$ cat src/hdl/cdc_pkg.sv
// Shared types and constants for the content-defined chunker.
// Used by every module in this folder; depends on nothing.
package cdc_pkg;

  // Gear table geometry (fixed)
  localparam int unsigned GearEntries = 256;
  localparam int unsigned GearAddrW   = $clog2(GearEntries);
  localparam int unsigned GearW       = 64;

  // Default widths of the length counter and the stream offset
  localparam int unsigned LengthBitsDef = 32;
  localparam int unsigned OffsetBitsDef = 48;

  // Configuration port geometry
  localparam int unsigned CfgDataW = 64;
  localparam int unsigned CfgAddrW = 5;
  localparam int unsigned CfgLenW  = 32;

  // Register reset values
  localparam logic [CfgLenW-1:0] MinLenRst = 32'd2048;
  localparam logic [CfgLenW-1:0] AvgLenRst = 32'd8192;
  localparam logic [GearW-1:0]   MaskRst   = 64'd0;

  // Register index, taken from paddr[4:3]
  typedef enum logic [1:0] {
    RegMinLen    = 2'd0,
    RegAvgLen    = 2'd1,
    RegMaskSmall = 2'd2,
    RegMaskLarge = 2'd3
  } cfg_reg_e;

  // Input item kind carried on tuser
  localparam logic ModeTable = 1'b0;
  localparam logic ModeData  = 1'b1;

  // Input tdata layout: table_index, table_word, data_byte
  localparam int unsigned InDataW = 80;

  // Live configuration handed to the cut logic
  typedef struct packed {
    logic [CfgLenW-1:0] min_length;
    logic [CfgLenW-1:0] average_length;
    logic [GearW-1:0]   mask_small;
    logic [GearW-1:0]   mask_large;
  } cfg_t;

endpackage

$ cat src/hdl/cdc_cfg_regs.sv
// APB register file for the chunker: cut thresholds and hash masks.
// Depends on cdc_pkg for the register map and reset values.
module cdc_cfg_regs (
  input  logic                         clk_i,
  input  logic                         rst_ni,
  input  logic                         psel,
  input  logic                         penable,
  input  logic                         pwrite,
  input  logic [cdc_pkg::CfgAddrW-1:0] paddr,
  input  logic [cdc_pkg::CfgDataW-1:0] pwdata,
  output logic [cdc_pkg::CfgDataW-1:0] prdata,
  output logic                         pready,
  output cdc_pkg::cfg_t                cfg_o
);

  cdc_pkg::cfg_t     cfg_q;
  cdc_pkg::cfg_reg_e reg_sel;
  logic              wr_en;

  assign pready  = 1'b1;
  assign reg_sel = cdc_pkg::cfg_reg_e'(paddr[4:3]);
  assign wr_en   = psel && penable && pwrite;

  // Register writes on the access cycle
  always_ff @(posedge clk_i or negedge rst_ni) begin
    if (!rst_ni) begin
      cfg_q.min_length     <= cdc_pkg::MinLenRst;
      cfg_q.average_length <= cdc_pkg::AvgLenRst;
      cfg_q.mask_small     <= cdc_pkg::MaskRst;
      cfg_q.mask_large     <= cdc_pkg::MaskRst;
    end else if (wr_en) begin
      unique case (reg_sel)
        cdc_pkg::RegMinLen:    cfg_q.min_length     <= pwdata[cdc_pkg::CfgLenW-1:0];
        cdc_pkg::RegAvgLen:    cfg_q.average_length <= pwdata[cdc_pkg::CfgLenW-1:0];
        cdc_pkg::RegMaskSmall: cfg_q.mask_small     <= pwdata;
        cdc_pkg::RegMaskLarge: cfg_q.mask_large     <= pwdata;
        default: ;
      endcase
    end
  end

  // Read mux
  always_comb begin
    unique case (reg_sel)
      cdc_pkg::RegMinLen:    prdata = {32'd0, cfg_q.min_length};
      cdc_pkg::RegAvgLen:    prdata = {32'd0, cfg_q.average_length};
      cdc_pkg::RegMaskSmall: prdata = cfg_q.mask_small;
      cdc_pkg::RegMaskLarge: prdata = cfg_q.mask_large;
      default:               prdata = '0;
    endcase
  end

  assign cfg_o = cfg_q;

endmodule

$ cat config.mk
export PLATFORM = sky130hd
export DESIGN_NAME = cdc_cfg_regs
export DESIGN_NICKNAME = d
export VERILOG_FILES = /design/src/hdl/cdc_pkg.sv /design/src/hdl/cdc_cfg_regs.sv
export SDC_FILE = /design/constraint.sdc
export NUM_CORES = 1
export LEC_CHECK = 0
export BUFFER_PORTS_ARGS = -buffer_cell sky130_fd_sc_hd__clkbuf_2
export CAP_MARGIN = 25
export CORE_MARGIN = 4
export CORE_UTILIZATION = 53
export DETAILED_ROUTE_END_ITERATION = 6
export GPL_TIMING_DRIVEN = 0
export PLACE_DENSITY_LB_ADDON = 0.25
export SETUP_SLACK_MARGIN = 0.05
export SKIP_CTS_REPAIR_TIMING = 1
export SYNTH_ARGS = -nofsm -noshare
export SYNTH_HDL_FRONTEND = slang
export SYNTH_SLANG_ARGS = --single-unit
$ cat constraint.sdc
create_clock -name clk_i -period 1.95 [get_ports clk_i]
set_input_delay 0.195 -clock clk_i [delete_from_list [all_inputs] [get_ports clk_i]]
set_output_delay 0.195 -clock clk_i [all_outputs]
set_load 0.005 [all_outputs]
==> impl_metrics.toml <==
[sta]
finalSetupViolations = 0
tightest_slew_ns = 0.707
maxSlewHeadroom_pct = 52.8
fin_crit_sh_pct = 93.1
layout_setup_ws_ns = 0.135
rsz0062_at_grt = "false"
finalHoldViolCount = 0
whs_ns = 0.00546
slew_viol_final = 0
timing.final.crit_period_ns = 1.82
fmax_ghz = 0.551
fin_skew_ns = 0

[run_status]
status = "finished clean"

[floorplan]
die_w_um = 135
die_area_um2 = 18200
die_h_um = 135
coreArea_um2 = 15800
start_util_pct = 54.0
ios = 331
rows = 46

[route]
vias = 5939
met1_length_um = 9080
ant_nets = 0
first_iter_violations = 242
wl_per_cell_um = 21.1
drt_pass1_iterations = 4
wl_met2_um = 12000
remaining_drc_errors = 0
met3_length_um = 1780
highest_layer = "met4"
routed_wirelength_um = 23300
via_per_inst = 5.39

[yosys]
yosys_warnings = 0
syn_nets = 597
synth_seq_cells = 192
syn-instance-count = 523
yosysUniqueCellTypes = 20
syn_area_um2 = 8550
syn_area_per_cell_um2 = 16.4
ys_seq_area_share_pct = 56.2

[global_routing]
grt_max_degree = 105
grt_antenna_before_repair = 0
grt_pass1_wl_um = 36500
overflow = 0
grt_pass1_vias = 6294
grt_usage_pct = 26.1

[clock_network]
clk_latency_ns = 0.42
clkTransAtPathRegs_ns = 0.08
clock_path_buffers = 2
clock-root-buffer = "clkbuf_16"
cts_buffers = 17
cts_max_level = 4
clock-sinks = 192
cts_tree = "yes"

[placed_design]
portBuffers = 326
dp_hpwl_um = 17400
globalplace.congestion = 0.881
post-place-ws_ns = -0.355

[hold_path]
worstHoldStart = "pwdata[34]"
hold_class = "input port to flop"
min_path_cells = 2
hold_path_end = "cfg_o[98]"

[cells_and_area]
finalNetCount = 946
final_common_cell = "clkbuf_2"
drive_gt1_share_pct = 69.6
antennaDiodeCount = 0
largest_register_ff_count = 192
nFillCells = 1116
syn2layout_area_growth_pct = 30.4
layout_common_cells = "clkbuf_2 (327), dfrtp_1 (190), mux2_2 (162)"

[worst_setup_path]
ff2ff_setup_slack_ns = 1.13
cp-end-kind = "output port"
cp.required_ns = 1.75
critPathKind = "input port to output port"
reg2reg_to = "cfg_o[55]"
crit_start = "paddr[4]"
rr_startpoint = "cfg_o[55]"
crit_arrival_ns = 1.62
critPathMaxFanout = 13
cp-start-kind = "input port"
worst-r2r-cell-count = 1

[job]
drv_cap = 0

[pwr]
power_leakage_nw = 5.66
p_total_mw = 12.6
power.density_nw_per_um2 = 1130
ir_worst_vdd_mv = 0.610
synthesized netlist by cell type (all sizes together):
cell      n  share of area (%)
clkbuf    3               0.13
nor3      1              0.058
dfrtp   190                 56
or2       1              0.073
nand4     1              0.073
mux2    192                 27
nor2b    32                2.3
conb      1              0.044
inv       1              0.044
mux2i    32                3.7
or3       1              0.073
nor2      1              0.073
nand3     1              0.058
buf      32                2.1
mux4     32                8.4
dfstp     2               0.61
worst max path at each step:
stage            endpoint  cells after the start
2_1_floorplan   prdata[0]                      3
3_3_place_gp   cfg_o[110]                      1
3_5_place_dp   prdata[16]                      5
4_1_cts        prdata[16]                      5
5_1_grt        prdata[16]                      5
6_report       prdata[17]                      4
logic make-up (layout without fill, tap and decap cells):
family / Yosys count / after routing / synth area share (%)
buf+inv: 36 / 398 / 2.24
other cells: 1 / 1 / 0.0438
simple gates: 38 / 38 / 2.75
mux: 256 / 256 / 38.8
flops: 192 / 192 / 56.2
power breakdown:
group | switching, mW | internal, mW
sequential | 0.811 | 4.92
combinational | 1.29 | 1.97
clock | 1.57 | 2.07
layer usage:
layer | GRT usage [%] | vias to the layer above
met5 | 0 | -
met1 | 32.0 | 3053
met2 | 44.5 | 237
li1 | - | 2613
met3 | 7.94 | 36
met4 | 8.29 | 0
critical path: stages:
cell,delay [ns]
clkbuf_2,0.34
buf_1,0.53
mux4_2,0.41
clkbuf_2,0.13
per-stage QoR:
| stage | instance area, um^2 | utilization [%] | setup TNS (ns) | cells |
|---|---|---|---|---|
| 2_1_floorplan | 8550 | - | 0 | 523 |
| 3_3_place_gp | 10500 | 66.1 | -507.37 | 1065 |
| 3_5_place_dp | 10500 | 66.3 | -7.79 | 1066 |
| 4_1_cts | 11100 | 70.2 | -7.87 | 1098 |
| 5_1_grt | 11200 | 70.5 | 0 | 1101 |
| 6_report | 11200 | 70.5 | 0 | 1101 |
cell type report:
cell class,count,area (um^2),share of cell area (%)
clock buffers,18,439,3.94
clock inverters,14,174,1.56
repair buffers,331,1710,15.3
flip-flops and latches,192,4810,43.1
plain buffers,34,196,1.76
multi-input cells,295,3550,31.9
inverters,1,3.75,0.0337
well taps,216,270,2.42
Power figures use the tool's default switching activity.
