--- config.mk ---
export PLATFORM = sky130hd
export DESIGN_NAME = cdc_cut_engine
export DESIGN_NICKNAME = d
export VERILOG_FILES = /design/src/hdl/cdc_pkg.sv /design/src/hdl/cdc_cut_engine.sv
export SDC_FILE = /design/constraint.sdc
export NUM_CORES = 1
export LEC_CHECK = 0
export ABC_AREA = 1
export ABC_CLOCK_PERIOD_IN_PS = 5010
export BUFFER_PORTS_ARGS = -buffer_cell sky130_fd_sc_hd__buf_2
export CORE_ASPECT_RATIO = 0.9
export CORE_MARGIN = 4
export CORE_UTILIZATION = 40
export CTS_CLUSTER_SIZE = 20
export DETAILED_ROUTE_END_ITERATION = 8
export SYNTH_ARGS = -nofsm -noshare
export SYNTH_HDL_FRONTEND = slang
export SYNTH_SLANG_ARGS = --single-unit
--- constraint.sdc ---
create_clock -name clk_i -period 5.01 [get_ports clk_i]
set_input_delay 0.2505 -clock clk_i [delete_from_list [all_inputs] [get_ports clk_i]]
set_output_delay 0.2505 -clock clk_i [all_outputs]
set_load 0.02 [all_outputs]
--- src/hdl/cdc_pkg.sv ---
// Shared types and constants for the content-defined chunker.
// Used by every module in this folder; depends on nothing.
package cdc_pkg;

  // Gear table geometry (fixed)
  localparam int unsigned GearEntries = 256;
  localparam int unsigned GearAddrW   = $clog2(GearEntries);
  localparam int unsigned GearW       = 64;

  // Default widths of the length counter and the stream offset
  localparam int unsigned LengthBitsDef = 32;
  localparam int unsigned OffsetBitsDef = 48;

  // Configuration port geometry
  localparam int unsigned CfgDataW = 64;
  localparam int unsigned CfgAddrW = 5;
  localparam int unsigned CfgLenW  = 32;

  // Register reset values
  localparam logic [CfgLenW-1:0] MinLenRst = 32'd2048;
  localparam logic [CfgLenW-1:0] AvgLenRst = 32'd8192;
  localparam logic [GearW-1:0]   MaskRst   = 64'd0;

  // Register index, taken from paddr[4:3]
  typedef enum logic [1:0] {
    RegMinLen    = 2'd0,
    RegAvgLen    = 2'd1,
    RegMaskSmall = 2'd2,
    RegMaskLarge = 2'd3
  } cfg_reg_e;

  // Input item kind carried on tuser
  localparam logic ModeTable = 1'b0;
  localparam logic ModeData  = 1'b1;

  // Input tdata layout: table_index, table_word, data_byte
  localparam int unsigned InDataW = 80;

  // Live configuration handed to the cut logic
  typedef struct packed {
    logic [CfgLenW-1:0] min_length;
    logic [CfgLenW-1:0] average_length;
    logic [GearW-1:0]   mask_small;
    logic [GearW-1:0]   mask_large;
  } cfg_t;

endpackage

--- src/hdl/cdc_cut_engine.sv ---
// Gear hash update, cut decision and result register of the chunker.
// Takes the registered gear word from cdc_gear_mem; depends on cdc_pkg.
module cdc_cut_engine #(
  parameter int unsigned LengthBits = cdc_pkg::LengthBitsDef,
  parameter int unsigned OffsetBits = cdc_pkg::OffsetBitsDef
) (
  input  logic                      clk_i,
  input  logic                      rst_ni,
  input  cdc_pkg::cfg_t             cfg_i,
  input  logic                      issue_i,
  input  logic                      last_i,
  input  logic [cdc_pkg::GearW-1:0] gear_word_i,
  output logic                      ready_o,
  output logic                      out_valid_o,
  input  logic                      out_ready_i,
  output logic [OffsetBits-1:0]     out_offset_o,
  output logic [LengthBits-1:0]     out_length_o,
  output logic                      out_final_o
);

  localparam int unsigned CmpW = (LengthBits > cdc_pkg::CfgLenW) ? LengthBits
                                                                 : cdc_pkg::CfgLenW;

  logic                      s1_valid_q;
  logic                      s1_last_q;
  logic [cdc_pkg::GearW-1:0] hash_q;
  logic [LengthBits-1:0]     count_q;
  logic [OffsetBits-1:0]     start_q;
  logic [OffsetBits-1:0]     pos_q;
  logic                      out_valid_q;
  logic [OffsetBits-1:0]     out_offset_q;
  logic [LengthBits-1:0]     out_length_q;
  logic                      out_final_q;

  logic [cdc_pkg::GearW-1:0] hash_sum;
  logic [cdc_pkg::GearW-1:0] mask;
  logic [CmpW-1:0]           count_ext;
  logic [CmpW-1:0]           min_ext;
  logic [CmpW-1:0]           avg_ext;
  logic [LengthBits-1:0]     count_inc;
  logic [OffsetBits-1:0]     pos_inc;
  logic                      cut;
  logic                      emit;
  logic                      out_free;
  logic                      advance;

  // Hash recurrence and mask select
  always_comb begin
    hash_sum  = {hash_q[cdc_pkg::GearW-2:0], 1'b0} + gear_word_i;
    count_ext = CmpW'(count_q);
    min_ext   = CmpW'(cfg_i.min_length);
    avg_ext   = CmpW'(cfg_i.average_length);
    mask      = (count_ext < avg_ext) ? cfg_i.mask_small : cfg_i.mask_large;
    cut       = (count_ext >= min_ext) && ((hash_sum & mask) == '0);
    count_inc = (count_q == '1) ? count_q : count_q + 1'b1;
    pos_inc   = pos_q + 1'b1;
  end

  // Stage handshake: stall only when a result finds the output register full and not being read
  assign emit     = s1_valid_q && (cut || s1_last_q);
  assign out_free = !out_valid_q || out_ready_i;
  assign advance  = s1_valid_q && (!emit || out_free);
  assign ready_o  = !s1_valid_q || advance;

  // Lookup stage: item waits here for its gear word
  always_ff @(posedge clk_i or negedge rst_ni) begin
    if (!rst_ni) begin
      s1_valid_q <= 1'b0;
      s1_last_q  <= 1'b0;
    end else if (ready_o) begin
      s1_valid_q <= issue_i;
      s1_last_q  <= last_i;
    end
  end

  // Chunk state: hash, length count, chunk start, stream position
  always_ff @(posedge clk_i or negedge rst_ni) begin
    if (!rst_ni) begin
      hash_q  <= '0;
      count_q <= '0;
      start_q <= '0;
      pos_q   <= '0;
    end else if (advance) begin
      pos_q <= pos_inc;
      if (emit) begin
        hash_q  <= '0;
        count_q <= '0;
        start_q <= pos_inc;
      end else begin
        hash_q  <= hash_sum;
        count_q <= count_inc;
      end
    end
  end

  // Result register
  always_ff @(posedge clk_i or negedge rst_ni) begin
    if (!rst_ni) begin
      out_valid_q <= 1'b0;
    end else if (advance && emit) begin
      out_valid_q <= 1'b1;
    end else if (out_ready_i) begin
      out_valid_q <= 1'b0;
    end
  end

  always_ff @(posedge clk_i) begin
    if (advance && emit) begin
      out_offset_q <= start_q;
      out_length_q <= count_inc;
      out_final_q  <= s1_last_q;
    end
  end

  assign out_valid_o  = out_valid_q;
  assign out_offset_o = out_offset_q;
  assign out_length_o = out_length_q;
  assign out_final_o  = out_final_q;

endmodule

==> results of run 1 <==
-- power breakdown --
group / internal, mW / switching, mW / total, mW
Sequential: 2.62 / 0.241 / 2.86
Clock: 1.52 / 1.06 / 2.58
Combinational: 1.40 / 3.27 / 4.67
Total: 5.54 / 4.57 / 10.1
-- cells in the mapped netlist, types with 3 or more instances --
master    number
clkbuf_1      25
nand4_1       35
o21bai_1      13
xor2_1        80
o211ai_1       5
edfxtp_1      81
nor2_1       208
nand3_1      296
inv_2          3
nor3_1        41
xnor2_1       18
nand3b_1      24
buf_6          3
nand2_1     1129
ha_1         127
buf_1         10
buf_2         23
o21ai_0       50
inv_1        400
buf_4         11
nor4_1        24
a21oi_1      107
nand2_2        4
o21a_1         4
dfrtp_1      194
-- sequential cells by signal, summed over array words and instances, names as in the netlist --
register,flops
hash_q,63
out_offset_o,48
pos_q,48
start_q,48
count_ext,32
out_length_o,32
out_final_o,1
out_valid_o,1
s1_last_q,1
s1_valid_q,1
-- timing repair --
item,in CTS,in global routing
hold buffers,4,0
resized for setup,2,6
hold endpoints to repair,96,0
endpoints found under the setup margin,1,1
-- stage by stage --
stage | util | worst slack [ps] | total power, mW
CTS | 0.480 | 96.2 | 10.1
finish | 0.481 | 291 | 10.1
global route | 0.481 | 27.4 | 10.8
global placement | 0.456 | 441 | 7.43
detailed placement | 0.456 | 361 | 7.45
floorplan | - | 945 | 5.76
-- path summary, 6_finish.rpt --
check	startpoint	to	slack [ps]	cells after the start
worst min register to register	start_q[12]	out_offset_o[12]	440	0
min in group asynchronous	rst_ni	start_q[16]	270	2
max in group asynchronous	rst_ni	pos_q[6]	3330	3
worst max-delay path	hash_q[21]	ready_o	290	21
worst min-delay path	out_ready_i	out_valid_o	100	4
worst max register to register	hash_q[21]	out_offset_o[35]	580	21
-- worst reg2reg max path, delay by kind of cell (launching register included) --
| family | cells | cell delay [ps] |
|---|---|---|
| flip-flops | 1 | 380 |
| buffers and inverters | 2 | 700 |
| adder cells (fa/ha/maj) | 1 | 360 |
| AND/OR/NAND/NOR | 16 | 1950 |
| AO/OA/AOI/OAI | 2 | 740 |
-- layout make-up --
type / count / area, sq um / share of cell area
multi-input combinational: 2181 / 10900 / 0.458
sequential: 275 / 7290 / 0.308
timing repair buffer: 369 / 2020 / 0.0853
inverter: 403 / 1520 / 0.0640
tap: 671 / 840 / 0.0355
clock buffer: 31 / 776 / 0.0328
clock inverter: 27 / 377 / 0.0159
antenna: 1 / 2.50 / 0.000106
-- per-layer routing --
layer / GRT usage / up-vias / routed length, microns
met5: 0 / - / 54
met4: 0.0778 / 8 / 2410
met3: 0.0470 / 123 / 5420
met2: 0.412 / 731 / 31500
met1: 0.359 / 9457 / 32000
li1: - / 9971 / -
-- cell families (layout without fill, tap and decap cells) --
group | after synthesis | after routing
AND/OR/NAND/NOR | 1768 | 1768
buffers and inverters | 475 | 830
flip-flops | 275 | 275
AO/OA/AOI/OAI | 186 | 186
adder cells (fa/ha/maj) | 128 | 128
XOR/XNOR | 98 | 98
multiplexers | 1 | 1
other | 0 | 1
-- cell usage in the layout (no fill, tap or decap), types with 31 or more instances in the layout --
master     synthesis  final
buf_2             23    342
nor2_1           208    207
clkbuf_16          0     31
nand4_1           35     35
nor3_1            41     41
nand2_1         1129   1126
edfxtp_1          81     81
ha_1             127    127
dfrtp_1          194    193
xor2_1            80     80
nand3_1          296    295
o21ai_0           50     50
inv_1            400    400
a21oi_1          107    107
==> results.py, run 1 <==
metrics = {
    "synthesis": {
        "ys_ff_latch": 275,
        "yosys_warnings": 0,
        "postSynthCellCount": 2931,
        "syn_area_per_cell_sq_um": 6.82,
        "synth_top_family_by_area": "simple AND/OR/NAND/NOR gates",
        "yosys.area.top_type": "dfrtp_1",
        "synth.distinct_cells": 38,
        "syn-num-nets": 3320,
        "muxShareOfSynthArea": 0.000564,
        "synth-xor-area-share": 0.0430,
        "synth_fa_ha_area_frac": 0.0805,
        "synth_top_area_share": 0.243,
        "synth_area_sq_um": 20000,
        "synth_flop_cell": "dfrtp_1",
        "yosys.area_share.simple": 0.367,
        "synth-async-reset-ratio": 0.705,
        "ys_seq_area_frac": 0.365,
        "synth_edf_count": 81,
        "synth_compound_area_frac": 0.0500,
        "synthTopCellsByArea": "dfrtp_1 (24%), nand2_1 (21%), edfxtp_1 (12%), ha_1 (8.0%), inv_1 (7.5%)",
    },
    "timing": {
        "tightest_slew_ps": 1290,
        "holdWs_ps": 104,
        "clock_skew_ps": 19.3,
        "grt_setup_unrepaired": "false",
        "setup_tns_ps": 0,
        "final_hold_viol_count": 0,
        "min_period_over_period": 0.942,
        "setup_viol": 0,
        "maxSlewHeadroom": 0.132,
        "finalCriticalPeriod_ps": 4720,
        "fmax_mhz": 212,
        "drv_slew": 0,
    },
    "floorplan": {
        "core-area_sq_um": 49200,
        "ios": 344,
        "dieArea_sq_um": 53600,
        "die-height_microns": 220,
        "num_rows": 77,
        "start_util": 0.406,
        "die_x_microns": 244,
    },
    "routing": {
        "wl_per_cell_microns": 18.0,
        "wirelength_mm": 71.4,
        "drcViolationCount": 0,
        "drt_first_pass_iters": 6,
        "drtAntennaViolNets": 0,
        "drt_iter0_drc": 1791,
        "num_vias": 20300,
        "viasPerCell": 5.13,
    },
    "cts": {
        "insertion_delay_ps": 610,
        "cts_root_buffer": "clkbuf_16",
        "numCtsBuffers": 31,
        "clock_path_buffers": 3,
        "cts_sinks": 275,
        "h-tree-depth": 1,
        "path_clk_slew_ps": 60,
        "cts_tree": "done",
        "cts_setup_buffers": 0,
    },
    "global_route": {
        "antenna_found_initial": 6,
        "grt_max_degree": 96,
        "grt_pass1_vias": 19400,
        "grt_usage": 0.258,
        "grt_pass1_wl_mm": 109,
        "gr-total-overflow": 0,
    },
    "critical_path": {
        "crit_buf_inv": 2,
        "crit_fanout": 52,
        "critPathTopFamily": "simple AND/OR/NAND/NOR gates",
        "worstSetupPathType": "reg -> out",
        "max_stage_delay_ps": 410,
        "startpoint_type": "register",
        "cp.required_ps": 4760,
        "cpMaxStageDelayCell": "a21oi_1",
        "crit_path_end_kind": "output pin",
        "crit_top_cell": "nand2_1",
        "cp_cell_sequence": "ha_1 -> a21oi_1 -> o21ai_0 -> nor2_1 -> nand3_1 -> nand2_1 -> nand2_1 -> nand2_1 -> nand2_1 -> nand2_1 -> nand2_1 -> nor2_1 -> nand2_1 -> nor2_1 -> nand2_1 -> nor2_2 -> nand2_1 -> nand2_2 -> nand3_4 -> buf_12 -> buf_2",
        "critical_path_arrival_ps": 4470,
    },
    "worst_hold_path": {
        "worstHoldPathType": "in -> reg",
    },
    "cells_and_area": {
        "fillers": 4978,
        "drive_gt1_frac": 0.134,
        "final_cells": 3958,
        "nNetsFinal": 3650,
        "area_delta_synth_final_pct": 18.5,
        "fin_area_sq_um": 23700,
    },
    "placed_design": {
        "place.gp.congestion": 1.04,
        "dp.cells": 3895,
        "hpwl_mm": 57.0,
        "dpl_cell_area_sq_um": 22500,
        "portBuffers": 343,
    },
    "job": {
        "maxCapViolCount": 0,
    },
    "status": {
        "status": "complete, no violations",
    },
    "power": {
        "vdd_drop_max_uv": 319,
        "p_per_area_nw_per_um2": 427,
        "p_leak_nw": 13.1,
    },
}
No activity file was read; power rests on OpenSTA's default activity.
==> inputs of run 2 (changes only) <==
--- a/config.mk
+++ b/config.mk
@@ -9,7 +9,6 @@
 export ABC_CLOCK_PERIOD_IN_PS = 5010
 export BUFFER_PORTS_ARGS = -buffer_cell sky130_fd_sc_hd__buf_2
 export CORE_ASPECT_RATIO = 0.9
-export CORE_MARGIN = 4
 export CORE_UTILIZATION = 40
 export CTS_CLUSTER_SIZE = 20
 export DETAILED_ROUTE_END_ITERATION = 8
==> run 2 against run 1 <==
Against the previous run:
- wire length up 0.23%
- fmax up 1.1%
- sequential share of layout area up 0.083 points
- count of clock-buffer cells in the layout up 13
- clock power down 6%
- final area down 0.27%
- via count up 0.18%
- combinational power up 1%
- critical path depth unchanged
- die area down 5.1%
- critical path type unchanged
==> results.py, run 2 (synthesis gave the netlist of run 1 again) <==
metrics = {
    "power": {
        "vdd_drop_max_uv": 316,
        "p_per_area_nw_per_um2": 423,
        "combPwrFrac": 0.472,
        "pwr-share-seq": 0.286,
        "switchingPower_mw": 4.52,
        "swShare": 0.453,
        "p_leak_nw": 13.1,
        "pwr-share-clk": 0.242,
        "p_int_mw": 5.47,
    },
    "global_route": {
        "grt_max_degree": 97,
        "grt_pass1_vias": 19800,
        "grt_pass1_wl_mm": 112,
        "gr-total-overflow": 0,
        "antenna_found_initial": 2,
        "grt_usage": 0.281,
    },
    "critical_path": {
        "crit_top_cell": "nand2_1",
        "crit_buf_inv": 2,
        "critPathTopFamily": "simple AND/OR/NAND/NOR gates",
        "crit_path_end_kind": "output pin",
        "max_stage_delay_ps": 390,
        "cp.required_ps": 4760,
        "cp_cell_sequence": "ha_1 -> a21oi_1 -> nand2_1 -> a21oi_1 -> nand3_1 -> nand2_1 -> nand2_1 -> nand2_1 -> nand2_1 -> nand2_1 -> nand2_1 -> nor2_1 -> nand2_1 -> nor2_1 -> nand2_1 -> nor2_2 -> nand2_1 -> nand2_2 -> nand3_4 -> buf_12 -> buf_2",
        "worstSetupPathType": "reg -> out",
        "crit_fanout": 52,
        "critical_path_arrival_ps": 4420,
        "cpMaxStageDelayCell": "dfrtp_1",
        "startpoint_type": "register",
    },
    "timing": {
        "holdWs_ps": 76.4,
        "min_period_over_period": 0.932,
        "fmax_mhz": 214,
        "finalCriticalPeriod_ps": 4670,
        "setup_tns_ps": 0,
        "maxSlewHeadroom": 0.161,
        "drv_slew": 0,
        "clock_skew_ps": 29.7,
        "tightest_slew_ps": 1250,
        "final_hold_viol_count": 0,
        "grt_setup_unrepaired": "false",
        "setup_viol": 0,
    },
    "placed_design": {
        "portBuffers": 343,
        "place.gp.congestion": 1.03,
        "dpl_cell_area_sq_um": 22500,
        "hpwl_mm": 57.0,
    },
    "cells_and_area": {
        "nNetsFinal": 3650,
        "drive_gt1_frac": 0.132,
        "largest_register_ffs": 63,
        "area_delta_synth_final_pct": 18.2,
        "fin_area_sq_um": 23600,
        "largest_register": "hash_q",
        "layout_commonest_cell": "nand2_1",
        "mostFrequentLayoutCells": "nand2_1 (1125), inv_1 (400), buf_2 (342), nand3_1 (295), nor2_1 (206)",
    },
    "routing": {
        "drt_iter0_drc": 1592,
        "wl_per_cell_microns": 18.1,
        "drtAntennaViolNets": 0,
        "drt_first_pass_iters": 7,
        "wirelength_mm": 71.6,
        "num_vias": 20300,
        "viasPerCell": 5.14,
        "drcViolationCount": 0,
    },
    "cts": {
        "h-tree-depth": 1,
        "cts_setup_buffers": 0,
        "path_clk_slew_ps": 60,
        "cts_root_buffer": "clkbuf_16",
        "numCtsBuffers": 31,
        "cts_sinks": 275,
        "clock_path_buffers": 3,
        "cts_tree": "done",
        "insertion_delay_ps": 620,
    },
    "floorplan": {
        "die_x_microns": 238,
        "dieArea_sq_um": 50800,
        "die-height_microns": 214,
        "start_util": 0.406,
        "ios": 344,
        "core-area_sq_um": 49200,
        "num_rows": 77,
    },
    "status": {
        "status": "complete, no violations",
    },
    "worst_hold_path": {
        "worstHoldPathType": "in -> reg",
    },
    "job": {
        "maxCapViolCount": 0,
    },
}
run 2: through the flow:
step | std cells | total power, mW | utilization | setup WS, ps
after CTS | 3956 | 9.96 | 0.479 | 0.393
after detailed placement | 3895 | 7.47 | 0.456 | 415
after floorplan | 2931 | 5.76 | - | 945
after global routing | 3958 | 10.6 | 0.480 | 4.97
final | 3958 | 10.0 | 0.480 | 343
after global placement | 3895 | 7.47 | 0.456 | 451
run 2: tightest hold or removal path, stage by stage:
cell     delay [ps]
buf_2            80
nor2_1          120
inv_1           140
nand2_1          60
run 2: final cells by class:
class                           instances  area (sq um)
Tap cell                              671           840
Clock buffer                           44           885
Timing Repair Buffer                  369          2030
Sequential cell                       275          7290
Antenna cell                            2          5.00
Fill cell                            5081         25600
Clock inverter                         13           189
Multi-Input combinational cell       2181         10900
Inverter                              403          1520
run 2: worst paths after layout:
| check | start | to | slack [ps] | depth (start not counted) |
|---|---|---|---|---|
| worst max-delay path | hash_q[16] | ready_o | 340 | 21 |
| worst min-delay path | out_ready_i | out_valid_o | 80 | 4 |
| worst max register to register | hash_q[16] | out_offset_o[18] | 660 | 21 |
| worst min register to register | start_q[2] | out_offset_o[2] | 450 | 0 |
| max in group asynchronous | rst_ni | count_ext[0] | 3430 | 3 |
| min in group asynchronous | rst_ni | pos_q[34] | 310 | 2 |
run 2: layer usage:
layer / up-vias / global-route usage / routed length (microns)
met3: 98 / 0.0349 / 4770
met5: - / 0 / 0
met1: 9562 / 0.412 / 33600
met2: 691 / 0.435 / 31400
li1: 9975 / - / -
met4: 0 / 0.0735 / 1860
run 2: what timing repair did:
| item | CTS | global route |
|---|---|---|
| resized for setup | 1 | 8 |
| hold buffers | 4 | 0 |
| endpoints found under the hold margin | 97 | 0 |
| pin swaps | 0 | 0 |
| setup endpoints to repair | 1 | 1 |
run 2: power by group through the flow:
stage / registers [mW] / clock network, mW / logic [mW]
global route: 2.89 / 2.56 / 5.18
global placement: 2.88 / 0 / 4.59
CTS: 2.85 / 2.49 / 4.62
detailed placement: 2.89 / 0 / 4.58
floorplan: 2.84 / 0 / 2.92
finish: 2.86 / 2.42 / 4.72
==> inputs of run 3 (changes only) <==
--- a/config.mk
+++ b/config.mk
@@ -5,8 +5,7 @@
 export SDC_FILE = /design/constraint.sdc
 export NUM_CORES = 1
 export LEC_CHECK = 0
-export ABC_AREA = 1
-export ABC_CLOCK_PERIOD_IN_PS = 5010
+export ABC_CLOCK_PERIOD_IN_PS = 4900
 export BUFFER_PORTS_ARGS = -buffer_cell sky130_fd_sc_hd__buf_2
 export CORE_ASPECT_RATIO = 0.9
 export CORE_UTILIZATION = 40
==> constraint.sdc (replaced) <==
create_clock -name clk_i -period 4.9 [get_ports clk_i]
set_input_delay 0.245 -clock clk_i [delete_from_list [all_inputs] [get_ports clk_i]]
set_output_delay 0.245 -clock clk_i [all_outputs]
set_load 0.02 [all_outputs]
==> run 3 against run 2 <==
Against the previous run:
- the run now ends with negative setup slack left
- non-clock buffer count increased by 209
- critical path type unchanged
- largest cell class unchanged
- combinational power grew 28%
- worst setup slack worse by 480 ps
- core utilization is 6.6 points higher
- critical path depth is 5 lower
- critical endpoint unchanged
==> results.py, run 3 <==
metrics = {
    "floorplan": {
        "num_rows": 74,
        "die-height_microns": 207,
        "die_x_microns": 229,
        "dieArea_sq_um": 47400,
        "ios": 344,
        "start_util": 0.408,
        "core-area_sq_um": 45600,
    },
    "cts": {
        "h-tree-depth": 1,
        "cts_tree": "done",
        "cts_root_buffer": "clkbuf_16",
        "clock_path_buffers": 3,
        "path_clk_slew_ps": 70,
        "cts_sinks": 275,
        "insertion_delay_ps": 590,
        "numCtsBuffers": 31,
    },
    "placed_design": {
        "portBuffers": 343,
        "pre_cts_ws_ps": -229,
        "place.gp.congestion": 1.02,
        "hpwl_mm": 52.5,
        "dpl_cell_area_sq_um": 22300,
    },
    "routing": {
        "num_vias": 17800,
        "wirelength_mm": 69.7,
        "wl_per_cell_microns": 22.4,
        "drt_iter0_drc": 1504,
        "drt_first_pass_iters": 6,
        "drcViolationCount": 0,
        "drtAntennaViolNets": 0,
        "viasPerCell": 5.70,
    },
    "synthesis": {
        "yosysMostFrequentCell": "nand2_1",
        "yosys.area.top_type": "dfrtp_1",
        "yosys_warnings": 0,
        "synth.distinct_cells": 92,
        "ys_ff_latch": 275,
        "synth_top_area_share": 0.261,
        "synth_area_sq_um": 18600,
        "synth-async-reset-ratio": 0.705,
        "synthTopCellsByArea": "dfrtp_1 (26%), edfxtp_1 (13%), ha_1 (8.5%), xnor2_1 (4.3%), nand2_1 (4.0%)",
        "syn-num-nets": 2341,
        "postSynthCellCount": 1952,
        "synthTopCellsByCount": "nand2_1 (200), dfrtp_1 (194), ha_1 (127)",
        "synth_flop_cell": "dfrtp_1",
        "synth_edf_count": 81,
        "syn_area_per_cell_sq_um": 9.54,
        "ys_seq_area_frac": 0.391,
    },
    "cells_and_area": {
        "nNetsFinal": 2868,
        "largest_register": "hash_q",
        "layout_commonest_cell": "buf_2",
        "largest_register_ffs": 63,
        "drive_gt1_frac": 0.326,
        "mostFrequentLayoutCells": "buf_2 (341), nand2_1 (197), dfrtp_1 (191), buf_4 (180), nor2_1 (121)",
        "area_delta_synth_final_pct": 33.6,
        "fin_area_sq_um": 24900,
    },
    "critical_path": {
        "critical_path_arrival_ps": 4790,
        "worstSetupPathType": "reg -> out",
        "crit_top_cell": "buf_6",
        "max_stage_delay_ps": 540,
        "crit_path_end_kind": "output pin",
        "cp_cell_sequence": "ha_4 -> fa_2 -> a21o_1 -> a221o_2 -> buf_6 -> a211oi_4 -> o21ba_4 -> o211a_4 -> a21oi_4 -> o311ai_2 -> o221ai_1 -> or4_4 -> o31ai_4 -> buf_6 -> nand3_4 -> buf_6",
        "crit_fanout": 5,
        "cp.required_ps": 4660,
        "startpoint_type": "register",
        "cpMaxStageDelayCell": "or4_4",
    },
    "timing": {
        "fmax_mhz": 199,
        "setup_viol": 43,
        "tightest_slew_ps": 908,
        "grt_setup_unrepaired": "true",
        "drv_slew": 0,
        "maxSlewHeadroom": 0.395,
        "finalCriticalPeriod_ps": 5030,
        "clock_skew_ps": 15.9,
        "setup_tns_ps": -876,
        "layout_setup_ws_ps": -133,
        "min_period_over_period": 1.03,
        "final_hold_viol_count": 0,
    },
    "global_route": {
        "gr-total-overflow": 0,
        "antenna_found_initial": 1,
        "grt_pass1_wl_mm": 101,
        "grt_usage": 0.275,
        "grt_pass1_vias": 17400,
        "grt_max_degree": 110,
    },
    "power": {
        "p_leak_nw": 12.1,
        "p_per_area_nw_per_um2": 466,
        "vdd_drop_max_uv": 307,
    },
    "status": {
        "status": "complete, but fails checks",
        "violations": "negative setup slack",
    },
    "job": {
        "maxCapViolCount": 0,
    },
    "worst_hold_path": {
        "worstHoldPathType": "in -> reg",
    },
}
## run 3: path summary, 6_finish.rpt
kind / slack, ps / cells past startpoint / to / from
setup / recovery: -130 / 16 / ready_o / hash_q[0]
hold / removal: 50 / 4 / s1_valid_q / out_ready_i
setup reg to reg: -60 / 20 / out_offset_o[14] / hash_q[0]
hold reg to reg: 450 / 0 / out_offset_o[34] / start_q[34]
max in group asynchronous: 3340 / 3 / count_ext[23] / rst_ni
min in group asynchronous: 370 / 2 / start_q[32] / rst_ni
## run 3: per-stage QoR
| step | util | hold slack (ps) | cells | total power [mW] |
|---|---|---|---|---|
| after detailed placement | 0.488 | 428 | 2990 | 8.29 |
| after CTS | 0.526 | 34.2 | 3074 | 11.2 |
| after floorplan | - | -50.6 | 1952 | 6.08 |
| final | 0.545 | 52.1 | 3114 | 11.6 |
| after global placement | 0.488 | 428 | 2990 | 8.30 |
| after global routing | 0.545 | 73.5 | 3112 | 12.2 |
## run 3: final cells by class
type	count	area (sq um)
clock buffers	34	807
multi-input cells	1500	11300
diodes	2	5.00
flip-flops and latches	275	7290
fillers	4171	20800
clock inverters	24	335
repair buffers	578	4050
inverters	93	353
well taps	608	761
## run 3: layer usage
layer,global-route usage,share of wire,up-vias
met5,0,0.00019,-
met4,0.0736,0.030,2
met3,0.0339,0.072,121
met2,0.452,0.46,774
met1,0.383,0.44,8618
li1,-,-,8250
## run 3: kinds of logic (layout without fill, tap and decap cells)
logic type      after synthesis  count (layout)  synth area share
other cells                   0               2                 0
flops                       275             275             0.391
buf+inv                     179             729            0.0392
simple gates                600             602             0.159
mux                          89              89            0.0532
xor+xnor                    173             173            0.0813
compound gates              508             508             0.190
fa+ha+maj                   128             128            0.0864
## run 3: what timing repair did
action                     4_1_cts  5_1_grt
hold buffers                     4        0
resized for setup               76       80
pin swaps                       31       23
cloned                           2       18
setup buffers                   21       20
hold endpoints to repair       110        0
setup endpoints to repair      267      271
## run 3: where the power goes
group | leakage, nW | switching [mW] | internal (mW) | total [mW]
Combinational | 8.15 | 3.55 | 2.52 | 6.06
Sequential | 3.42 | 0.240 | 2.69 | 2.93
Clock | 0.547 | 1.04 | 1.57 | 2.61
## run 3: worst max-delay path: cells and delay by family, from the launching register on
kind / cells / cell delay [ps]
AND/OR/NAND/NOR: 2 / 630
AO/OA/AOI/OAI: 9 / 2170
buffers and inverters: 3 / 460
flip-flops: 1 / 410
adder cells (fa/ha/maj): 2 / 520
